File: src/hw/rtl/ssrm_pkg.sv
`default_nettype none
// ----------------------------------------------------------------------------
// ssrm_pkg
// Shared types and constants for the stream stall recovery monitor.
// ----------------------------------------------------------------------------
package ssrm_pkg;

    localparam int CFG_IDX_W  = 3;
    localparam int CFG_DATA_W = 16;

    localparam logic [CFG_IDX_W-1:0] CFG_MAX_RECOVERY       = 3'd0;
    localparam logic [CFG_IDX_W-1:0] CFG_ESCALATION_ENABLE  = 3'd1;
    localparam logic [CFG_IDX_W-1:0] CFG_HANDLER_TIMEOUT_MS = 3'd2;
    localparam logic [CFG_IDX_W-1:0] CFG_STALL_TICKS        = 3'd3;
    localparam logic [CFG_IDX_W-1:0] CFG_COLD_START_TICKS   = 3'd4;

    localparam logic [7:0]  RST_MAX_RECOVERY       = 8'd3;
    localparam logic        RST_ESCALATION_ENABLE  = 1'b1;
    localparam logic [15:0] RST_HANDLER_TIMEOUT_MS = 16'd2000;
    localparam logic [3:0]  RST_STALL_TICKS        = 4'd3;
    localparam logic [3:0]  RST_COLD_START_TICKS   = 4'd5;

    localparam logic [7:0]  RECOVERY_MAX = 8'd255;

    typedef enum logic [1:0] {
        CMD_TICK          = 2'd0,
        CMD_HANDLER_ENTER = 2'd1,
        CMD_HANDLER_EXIT  = 2'd2,
        CMD_SESSION_RESET = 2'd3
    } cmd_t;

    typedef enum logic [1:0] {
        ST_OK             = 2'd0,
        ST_HANDLER_WEDGED = 2'd1,
        ST_STREAM_WEDGED  = 2'd2
    } status_t;

    typedef enum logic [2:0] {
        ACT_NONE          = 3'd0,
        ACT_HANDLER_RESET = 3'd1,
        ACT_ESCALATED     = 3'd2,
        ACT_RECOVER_RST   = 3'd3,
        ACT_RECOVER_NORST = 3'd4,
        ACT_CAPPED_WAIT   = 3'd5
    } action_t;

    typedef enum logic [1:0] {
        FAULT_NONE  = 2'd0,
        FAULT_STALL = 2'd1,
        FAULT_COLD  = 2'd2
    } fault_t;

    typedef struct packed {
        logic [7:0]  max_recovery;
        logic        escalation_enable;
        logic [15:0] handler_timeout_ms;
        logic [3:0]  stall_ticks;
        logic [3:0]  cold_start_ticks;
    } cfg_t;

    typedef struct packed {
        logic [1:0]  command;
        logic [31:0] now_ms;
        logic [31:0] dma_count;
        logic        sm_busy_wait;
        logic        sm_streaming_active;
        logic        app_active;
        logic        clock_healthy;
    } item_t;

    typedef struct packed {
        status_t    status;
        action_t    action;
        fault_t     fault_kind;
        logic       fault_count_bump;
        logic       clear_dma_count;
        logic [7:0] recovery_count;
    } result_t;

endpackage
`default_nettype wire

File: src/hw/rtl/stream_stall_recovery_monitor_top.sv
`default_nettype none
// ----------------------------------------------------------------------------
// stream_stall_recovery_monitor_top
// Streaming health monitor with handler timeout, stall and cold-start
// detection and recovery selection.
// ----------------------------------------------------------------------------
// Each accepted item yields exactly one result item, and a new item is taken
// every cycle while the input is not stalled: the item goes through an input
// register, combinational decision logic that also updates the monitor state,
// and a result register. Stall on the input rises only while a finished
// result is held by a stalled output. Configuration writes are always ready
// and take effect on the next item.
module stream_stall_recovery_monitor_top (
    input  wire logic                            clk,
    input  wire logic                            rst_n,

    input  wire logic                            cfg_valid,
    output logic                                 cfg_ready,
    input  wire logic [ssrm_pkg::CFG_IDX_W-1:0]  cfg_index,
    input  wire logic [ssrm_pkg::CFG_DATA_W-1:0] cfg_data,

    input  wire logic                            in_valid,
    output logic                                 in_stall,
    input  wire logic [1:0]                      command,
    input  wire logic [31:0]                     now_ms,
    input  wire logic [31:0]                     dma_count,
    input  wire logic                            sm_busy_wait,
    input  wire logic                            sm_streaming_active,
    input  wire logic                            app_active,
    input  wire logic                            clock_healthy,

    output logic                                 out_valid,
    input  wire logic                            out_stall,
    output logic [1:0]                           status,
    output logic [2:0]                           action,
    output logic [1:0]                           fault_kind,
    output logic                                 fault_count_bump,
    output logic                                 clear_dma_count,
    output logic [7:0]                           recovery_count
);

    ssrm_pkg::cfg_t    cfg_reg;
    logic              in_valid_reg;
    ssrm_pkg::item_t   item_reg;
    logic              out_valid_reg;
    ssrm_pkg::result_t result_reg;
    ssrm_pkg::result_t result_next;
    logic              advance;
    logic              fire;
    logic              in_take;

    assign cfg_ready = 1'b1;
    assign advance   = !(out_valid_reg && out_stall);
    assign fire      = in_valid_reg && advance;
    assign in_stall  = in_valid_reg && !advance;
    assign in_take   = in_valid && !in_stall;

    always_ff @(posedge clk or negedge rst_n)
    begin
        if (!rst_n)
        begin
            cfg_reg.max_recovery       <= ssrm_pkg::RST_MAX_RECOVERY;
            cfg_reg.escalation_enable  <= ssrm_pkg::RST_ESCALATION_ENABLE;
            cfg_reg.handler_timeout_ms <= ssrm_pkg::RST_HANDLER_TIMEOUT_MS;
            cfg_reg.stall_ticks        <= ssrm_pkg::RST_STALL_TICKS;
            cfg_reg.cold_start_ticks   <= ssrm_pkg::RST_COLD_START_TICKS;
        end
        else if (cfg_valid && cfg_ready)
        begin
            case (cfg_index)
                ssrm_pkg::CFG_MAX_RECOVERY:       cfg_reg.max_recovery       <= cfg_data[7:0];
                ssrm_pkg::CFG_ESCALATION_ENABLE:  cfg_reg.escalation_enable  <= cfg_data[0];
                ssrm_pkg::CFG_HANDLER_TIMEOUT_MS: cfg_reg.handler_timeout_ms <= cfg_data;
                ssrm_pkg::CFG_STALL_TICKS:        cfg_reg.stall_ticks        <= cfg_data[3:0];
                ssrm_pkg::CFG_COLD_START_TICKS:   cfg_reg.cold_start_ticks   <= cfg_data[3:0];
                default:
                begin
                end
            endcase
        end
    end

    // input register
    always_ff @(posedge clk or negedge rst_n)
    begin
        if (!rst_n)
        begin
            in_valid_reg <= 1'b0;
        end
        else if (advance || !in_valid_reg)
        begin
            in_valid_reg <= in_valid;
        end
    end

    always_ff @(posedge clk)
    begin
        if (in_take)
        begin
            item_reg.command             <= command;
            item_reg.now_ms              <= now_ms;
            item_reg.dma_count           <= dma_count;
            item_reg.sm_busy_wait        <= sm_busy_wait;
            item_reg.sm_streaming_active <= sm_streaming_active;
            item_reg.app_active          <= app_active;
            item_reg.clock_healthy       <= clock_healthy;
        end
    end

    ssrm_core u_core (
        .clk    (clk),
        .rst_n  (rst_n),
        .cfg    (cfg_reg),
        .item   (item_reg),
        .fire   (fire),
        .result (result_next)
    );

    // result register
    always_ff @(posedge clk or negedge rst_n)
    begin
        if (!rst_n)
        begin
            out_valid_reg <= 1'b0;
        end
        else if (advance)
        begin
            out_valid_reg <= in_valid_reg;
        end
    end

    always_ff @(posedge clk)
    begin
        if (fire)
        begin
            result_reg <= result_next;
        end
    end

    assign out_valid        = out_valid_reg;
    assign status           = result_reg.status;
    assign action           = result_reg.action;
    assign fault_kind       = result_reg.fault_kind;
    assign fault_count_bump = result_reg.fault_count_bump;
    assign clear_dma_count  = result_reg.clear_dma_count;
    assign recovery_count   = result_reg.recovery_count;

endmodule
`default_nettype wire

File: src/hw/rtl/ssrm_core.sv
`default_nettype none
// ----------------------------------------------------------------------------
// ssrm_core
// Monitor state and the combinational decision logic for one item.
// ----------------------------------------------------------------------------
module ssrm_core (
    input  wire logic             clk,
    input  wire logic             rst_n,
    input  wire ssrm_pkg::cfg_t   cfg,
    input  wire ssrm_pkg::item_t  item,
    input  wire logic             fire,
    output ssrm_pkg::result_t     result
);

    logic [31:0]      enter_time_reg, enter_time_next;
    logic             handler_busy_reg, handler_busy_next;
    logic [31:0]      prev_dma_reg, prev_dma_next;
    logic [3:0]       stall_cnt_reg, stall_cnt_next;
    logic [3:0]       cold_cnt_reg, cold_cnt_next;
    ssrm_pkg::fault_t fault_reg, fault_next;
    logic [7:0]       recov_reg, recov_next;
    logic             escalated_reg, escalated_next;

    logic [31:0]      elapsed;
    logic [3:0]       stall_inc;
    logic [3:0]       cold_inc;
    logic             flagged;
    logic             capped;

    assign elapsed   = item.now_ms - enter_time_reg;
    assign stall_inc = stall_cnt_reg + 4'd1;
    assign cold_inc  = cold_cnt_reg + 4'd1;
    assign capped    = (cfg.max_recovery != 8'd0) && (recov_reg >= cfg.max_recovery);

    always_comb
    begin
        enter_time_next   = enter_time_reg;
        handler_busy_next = handler_busy_reg;
        prev_dma_next     = prev_dma_reg;
        stall_cnt_next    = stall_cnt_reg;
        cold_cnt_next     = cold_cnt_reg;
        fault_next        = fault_reg;
        recov_next        = recov_reg;
        escalated_next    = escalated_reg;
        flagged           = 1'b0;

        result.status           = ssrm_pkg::ST_OK;
        result.action           = ssrm_pkg::ACT_NONE;
        result.fault_count_bump = 1'b0;
        result.clear_dma_count  = 1'b0;

        case (ssrm_pkg::cmd_t'(item.command))
            ssrm_pkg::CMD_HANDLER_ENTER:
            begin
                enter_time_next   = item.now_ms;
                handler_busy_next = 1'b1;
            end
            ssrm_pkg::CMD_HANDLER_EXIT:
            begin
                handler_busy_next = 1'b0;
            end
            ssrm_pkg::CMD_SESSION_RESET:
            begin
                recov_next     = 8'd0;
                stall_cnt_next = 4'd0;
                cold_cnt_next  = 4'd0;
                fault_next     = ssrm_pkg::FAULT_NONE;
                escalated_next = 1'b0;
                prev_dma_next  = 32'd0;
            end
            ssrm_pkg::CMD_TICK:
            begin
                if (handler_busy_reg && (elapsed >= {16'd0, cfg.handler_timeout_ms}))
                begin
                    result.status = ssrm_pkg::ST_HANDLER_WEDGED;
                    result.action = ssrm_pkg::ACT_HANDLER_RESET;
                end
                else if (item.app_active)
                begin
                    // sampler
                    if (item.dma_count != prev_dma_reg)
                    begin
                        stall_cnt_next = 4'd0;
                        cold_cnt_next  = 4'd0;
                        prev_dma_next  = item.dma_count;
                    end
                    else if ((item.dma_count != 32'd0) && item.sm_busy_wait)
                    begin
                        cold_cnt_next = 4'd0;
                        if (stall_inc >= cfg.stall_ticks)
                        begin
                            stall_cnt_next = 4'd0;
                            fault_next     = ssrm_pkg::FAULT_STALL;
                            flagged        = 1'b1;
                        end
                        else
                        begin
                            stall_cnt_next = stall_inc;
                        end
                    end
                    else if ((item.dma_count == 32'd0) && item.sm_streaming_active)
                    begin
                        stall_cnt_next = 4'd0;
                        if (cold_inc >= cfg.cold_start_ticks)
                        begin
                            cold_cnt_next = 4'd0;
                            fault_next    = ssrm_pkg::FAULT_COLD;
                            flagged       = 1'b1;
                        end
                        else
                        begin
                            cold_cnt_next = cold_inc;
                        end
                    end
                    else
                    begin
                        stall_cnt_next = 4'd0;
                        cold_cnt_next  = 4'd0;
                    end

                    // recovery choice
                    if (flagged)
                    begin
                        result.status = ssrm_pkg::ST_STREAM_WEDGED;
                        if (capped)
                        begin
                            if ((fault_next == ssrm_pkg::FAULT_COLD) && cfg.escalation_enable
                                && !escalated_reg && item.clock_healthy)
                            begin
                                escalated_next          = 1'b1;
                                result.fault_count_bump = 1'b1;
                                result.action           = ssrm_pkg::ACT_ESCALATED;
                            end
                            else
                            begin
                                result.action = ssrm_pkg::ACT_CAPPED_WAIT;
                            end
                        end
                        else
                        begin
                            if (recov_reg != ssrm_pkg::RECOVERY_MAX)
                            begin
                                recov_next = recov_reg + 8'd1;
                            end
                            result.action = item.clock_healthy ? ssrm_pkg::ACT_RECOVER_RST
                                                               : ssrm_pkg::ACT_RECOVER_NORST;
                            result.fault_count_bump = 1'b1;
                            result.clear_dma_count  = 1'b1;
                            prev_dma_next           = 32'd0;
                        end
                    end
                end
            end
            default:
            begin
            end
        endcase

        result.fault_kind     = fault_next;
        result.recovery_count = recov_next;
    end

    always_ff @(posedge clk or negedge rst_n)
    begin
        if (!rst_n)
        begin
            enter_time_reg   <= 32'd0;
            handler_busy_reg <= 1'b0;
            prev_dma_reg     <= 32'd0;
            stall_cnt_reg    <= 4'd0;
            cold_cnt_reg     <= 4'd0;
            fault_reg        <= ssrm_pkg::FAULT_NONE;
            recov_reg        <= 8'd0;
            escalated_reg    <= 1'b0;
        end
        else if (fire)
        begin
            enter_time_reg   <= enter_time_next;
            handler_busy_reg <= handler_busy_next;
            prev_dma_reg     <= prev_dma_next;
            stall_cnt_reg    <= stall_cnt_next;
            cold_cnt_reg     <= cold_cnt_next;
            fault_reg        <= fault_next;
            recov_reg        <= recov_next;
            escalated_reg    <= escalated_next;
        end
    end

endmodule
`default_nettype wire

File: config.mk
export PLATFORM = sky130hd
export DESIGN_NAME = stream_stall_recovery_monitor_top
export DESIGN_NICKNAME = d
export VERILOG_FILES = /design/src/hw/rtl/ssrm_pkg.sv /design/src/hw/rtl/stream_stall_recovery_monitor_top.sv /design/src/hw/rtl/ssrm_core.sv
export SDC_FILE = /design/constraint.sdc
export NUM_CORES = 1
export LEC_CHECK = 0
export BUFFER_PORTS_ARGS = -buffer_cell sky130_fd_sc_hd__buf_2
export CORE_MARGIN = 2
export CORE_UTILIZATION = 45
export CTS_CLUSTER_DIAMETER = 80
export DETAILED_ROUTE_END_ITERATION = 10
export GPL_ROUTABILITY_DRIVEN = 0
export HOLD_SLACK_MARGIN = 0.02
export PLACE_DENSITY = 0.62
export SETUP_SLACK_MARGIN = 0.2
export SLEW_MARGIN = 30
export SYNTH_ARGS = -nofsm -noshare
export SYNTH_HDL_FRONTEND = slang
export SYNTH_SLANG_ARGS = --single-unit
export TNS_END_PERCENT = 100
File: constraint.sdc
create_clock -name clk -period 13.47 [get_ports clk]
set_clock_uncertainty 0.05 [all_clocks]
set_input_delay 1.347 -clock clk [delete_from_list [all_inputs] [get_ports clk]]
set_output_delay 1.347 -clock clk [all_outputs]
set_load 0.02 [all_outputs]
==> impl_metrics.ini <==
[placement]
dp_cells = 1446
dp_hpwl_um = 17800
placed_area_um2 = 12100
port_buffers = 112

[power_and_ir_drop]
p_leak_nw = 5.66
ir_worst_vdd_mv = 0.0986
finalPower_mw = 2.08
powerDensity_nw_per_um2 = 161

[timing]
setup_viol_count_final = 0
max_slew_margin_pct = 39.1
slew_viol_final = 0
hold_viol_final = 0
fin_crit_sh_pct = 45.4
tightestPinTransition_ns = 0.900
rsz0062_at_grt = false
max_freq_mhz = 164
setup_tns_ns = 0
fin_crit_ns = 6.11

[critical_path]
cp_slowest_stage_delay_ns = 0.74
critPathArrivalTime_ns = 6.51
worstSetupEndpointType = register
required_ns = 13.87
critPathLaunch = item_reg[40]
critPathKind = register to register
crit_chain = ha_1 > a21o_1 > a31o_2 > o21a_1 > o21ai_0 > nand2b_1 > a21oi_1 > o21bai_1 > xor2_1 > ha_1 > a21oi_1 > o21a_1 > o22ai_1 > or4_1 > or4_1 > a2111oi_0 > nand4_1 > o41ai_4 > buf_4 > and4_2 > a22o_1
path_max_fanout = 42
cp-start-kind = register
slowest_stage = and4_2
reg2reg_from = item_reg[40]

[clock_tree]
htree_num_levels = 1
cts_buffer_depth = 3
postCtsHoldBufs = 0
cts_buffers = 24
postCtsResizedCells = 0
path_clk_slew_ns = 0.06
insertion_delay_ns = 0.52
cts-root-buf = clkbuf_16
clkSinkCount = 206
tritoncts = built
post_cts_buffers = 0

[global_routing]
grt_max_degree = 71
grt_pass1_vias = 8218
grt_remaining_overflow = 0
track_usage_pct = 19.3
grt_pass1_wl_um = 41200
antenna_found_initial = 0

[cells_and_area]
n_antenna_cell = 0
fin_area_um2 = 12900
largest_reg_flops = 70
layout.nets = 1313
drive_above_1_share_pct = 19.7
multi_input_area_um2 = 5170
regArea_um2 = 5610
utilization_pct = 53.0
finalNonFillerCells = 1491
nFillCells = 2202
area_growth_pct = 15.4

[yosys]
syn_nets = 1207
synth_xor_area_share_pct = 4.14
ys_seq_area_share_pct = 50.0
synth_cell_types = 76
synth-edff-count = 87
synth-simple-area-share_pct = 13.9
syn_area_per_cell_um2 = 10.7
synth_top_family_by_area = compound AO/OA/AOI/OAI gates
syn-cell-area_um2 = 11200
async_flop_share_pct = 57.8
synth.ff_latch_count = 206
synth_fa_ha_area_share_pct = 7.88
synthCells = 1043
synth_compound_gate_area_share_pct = 15.7
yosysWarnings = 0
synth_ff_type = dfrtp_1
synthMuxAreaShare_pct = 4.01

[drt]
drt_wl_total_um = 24900
wire_per_inst_um = 16.7
antenna_left = 0
vias = 8188
first_pass_iters = 8
first_iter_violations = 487
vias_per_cell = 5.49
drcViolationCount = 0

[job]
maxCapViolCount = 0

[hold_path]
worstHoldStart = u_core.enter_time_reg[0]
min_path_type = register to register

[status]
status = finished clean

[die]
dieArea_um2 = 26200
ioPinCount = 114
die-width_um = 162
start_util_pct = 45.9
die_h_um = 162
row_count = 57
core_area_um2 = 24400
## Yosys cell counts, types with 19 or more instances
cell,n,area share (%)
nor3_1,21,0.94
a21oi_1,57,2.5
inv_1,74,2.5
ha_1,69,7.7
a21o_1,22,1.5
dfrtp_1,106,24
nand2_1,101,3.4
nor2_1,43,1.4
nand3_1,19,0.85
edfxtp_1,87,23
mux2_2,39,3.9
nand4_1,24,1.3
clkbuf_1,25,0.84
o21ai_0,46,2.1
a22o_1,34,2.7
xnor2_1,41,3.2
## path summary, 6_finish.rpt
check	endpoint	slack (ns)	depth (start not counted)
min reg2reg	u_core.enter_time_reg[0]	0.43	2
max in group asynchronous	u_core.enter_time_reg[4]	11.40	2
max reg2reg	u_core.prev_dma_reg[17]	7.36	21
min	u_core.enter_time_reg[0]	0.43	2
min in group asynchronous	u_core.enter_time_reg[19]	0.79	1
max	u_core.prev_dma_reg[17]	7.36	21
## final cells by class
type | instances | area share [%]
Sequential cell | 206 | 43.4
Tap cell | 324 | 3.13
Clock inverter | 11 | 1.29
Clock buffer | 33 | 5.22
Multi-Input combinational cell | 724 | 40.0
Inverter | 74 | 2.15
Timing Repair Buffer | 119 | 4.89
## cell families after synthesis
group / after synthesis
XOR/XNOR: 53
flip-flops: 206
adder cells (fa/ha/maj): 70
other: 1
buffers and inverters: 113
multiplexers: 40
AO/OA/AOI/OAI: 255
AND/OR/NAND/NOR: 305
## worst max-delay path: cells and delay by family (launching register included)
family,cells,cell delay (ns)
AOI/OAI and AO/OA,12,2.39
xor gates and xnor gates,1,0.15
and+or+nand+nor,5,1.97
adders and majority gates,2,0.67
DFF,1,0.38
buffers and inverters,1,0.40
## power breakdown
group,leakage (nW),internal [mW],switching (mW)
sequential,2.34,0.746,0.0496
combinational,2.92,0.251,0.349
clock,0.410,0.427,0.256
## routing by layer
metal	share of wire (%)	vias up	track usage [%]
met5	0	-	0
li1	-	4041	-
met2	44	202	30.1
met1	49	3914	28.0
met4	1.6	0	4.71
met3	5.4	31	3.37
## per-stage QoR
stage	setup slack, ns	hold WS, ns
6_report	7.36	0.435
4_1_cts	7.35	0.433
3_5_place_dp	7.35	0.419
3_3_place_gp	7.21	0.405
5_1_grt	6.88	0.459
2_1_floorplan	8.42	0.399
## layout by cell type (no fill, tap or decap), types with 13 or more instances in the layout
cell type | synthesis | final
nor2_1 | 43 | 43
buf_2 | 6 | 111
nand4_1 | 24 | 24
mux2_2 | 39 | 39
edfxtp_1 | 87 | 87
dfrtp_1 | 106 | 106
inv_1 | 74 | 74
nand2_1 | 101 | 101
dfstp_2 | 13 | 13
a21o_1 | 22 | 22
nand3_1 | 19 | 19
xnor2_1 | 41 | 41
nor4_1 | 15 | 15
and3_1 | 13 | 13
clkbuf_16 | 0 | 25
o21ai_0 | 46 | 46
ha_1 | 69 | 69
a21oi_1 | 57 | 57
nor3_1 | 21 | 19
a22o_1 | 34 | 34
a211oi_1 | 15 | 15
Note: power is estimated with default switching activity, not from simulation.
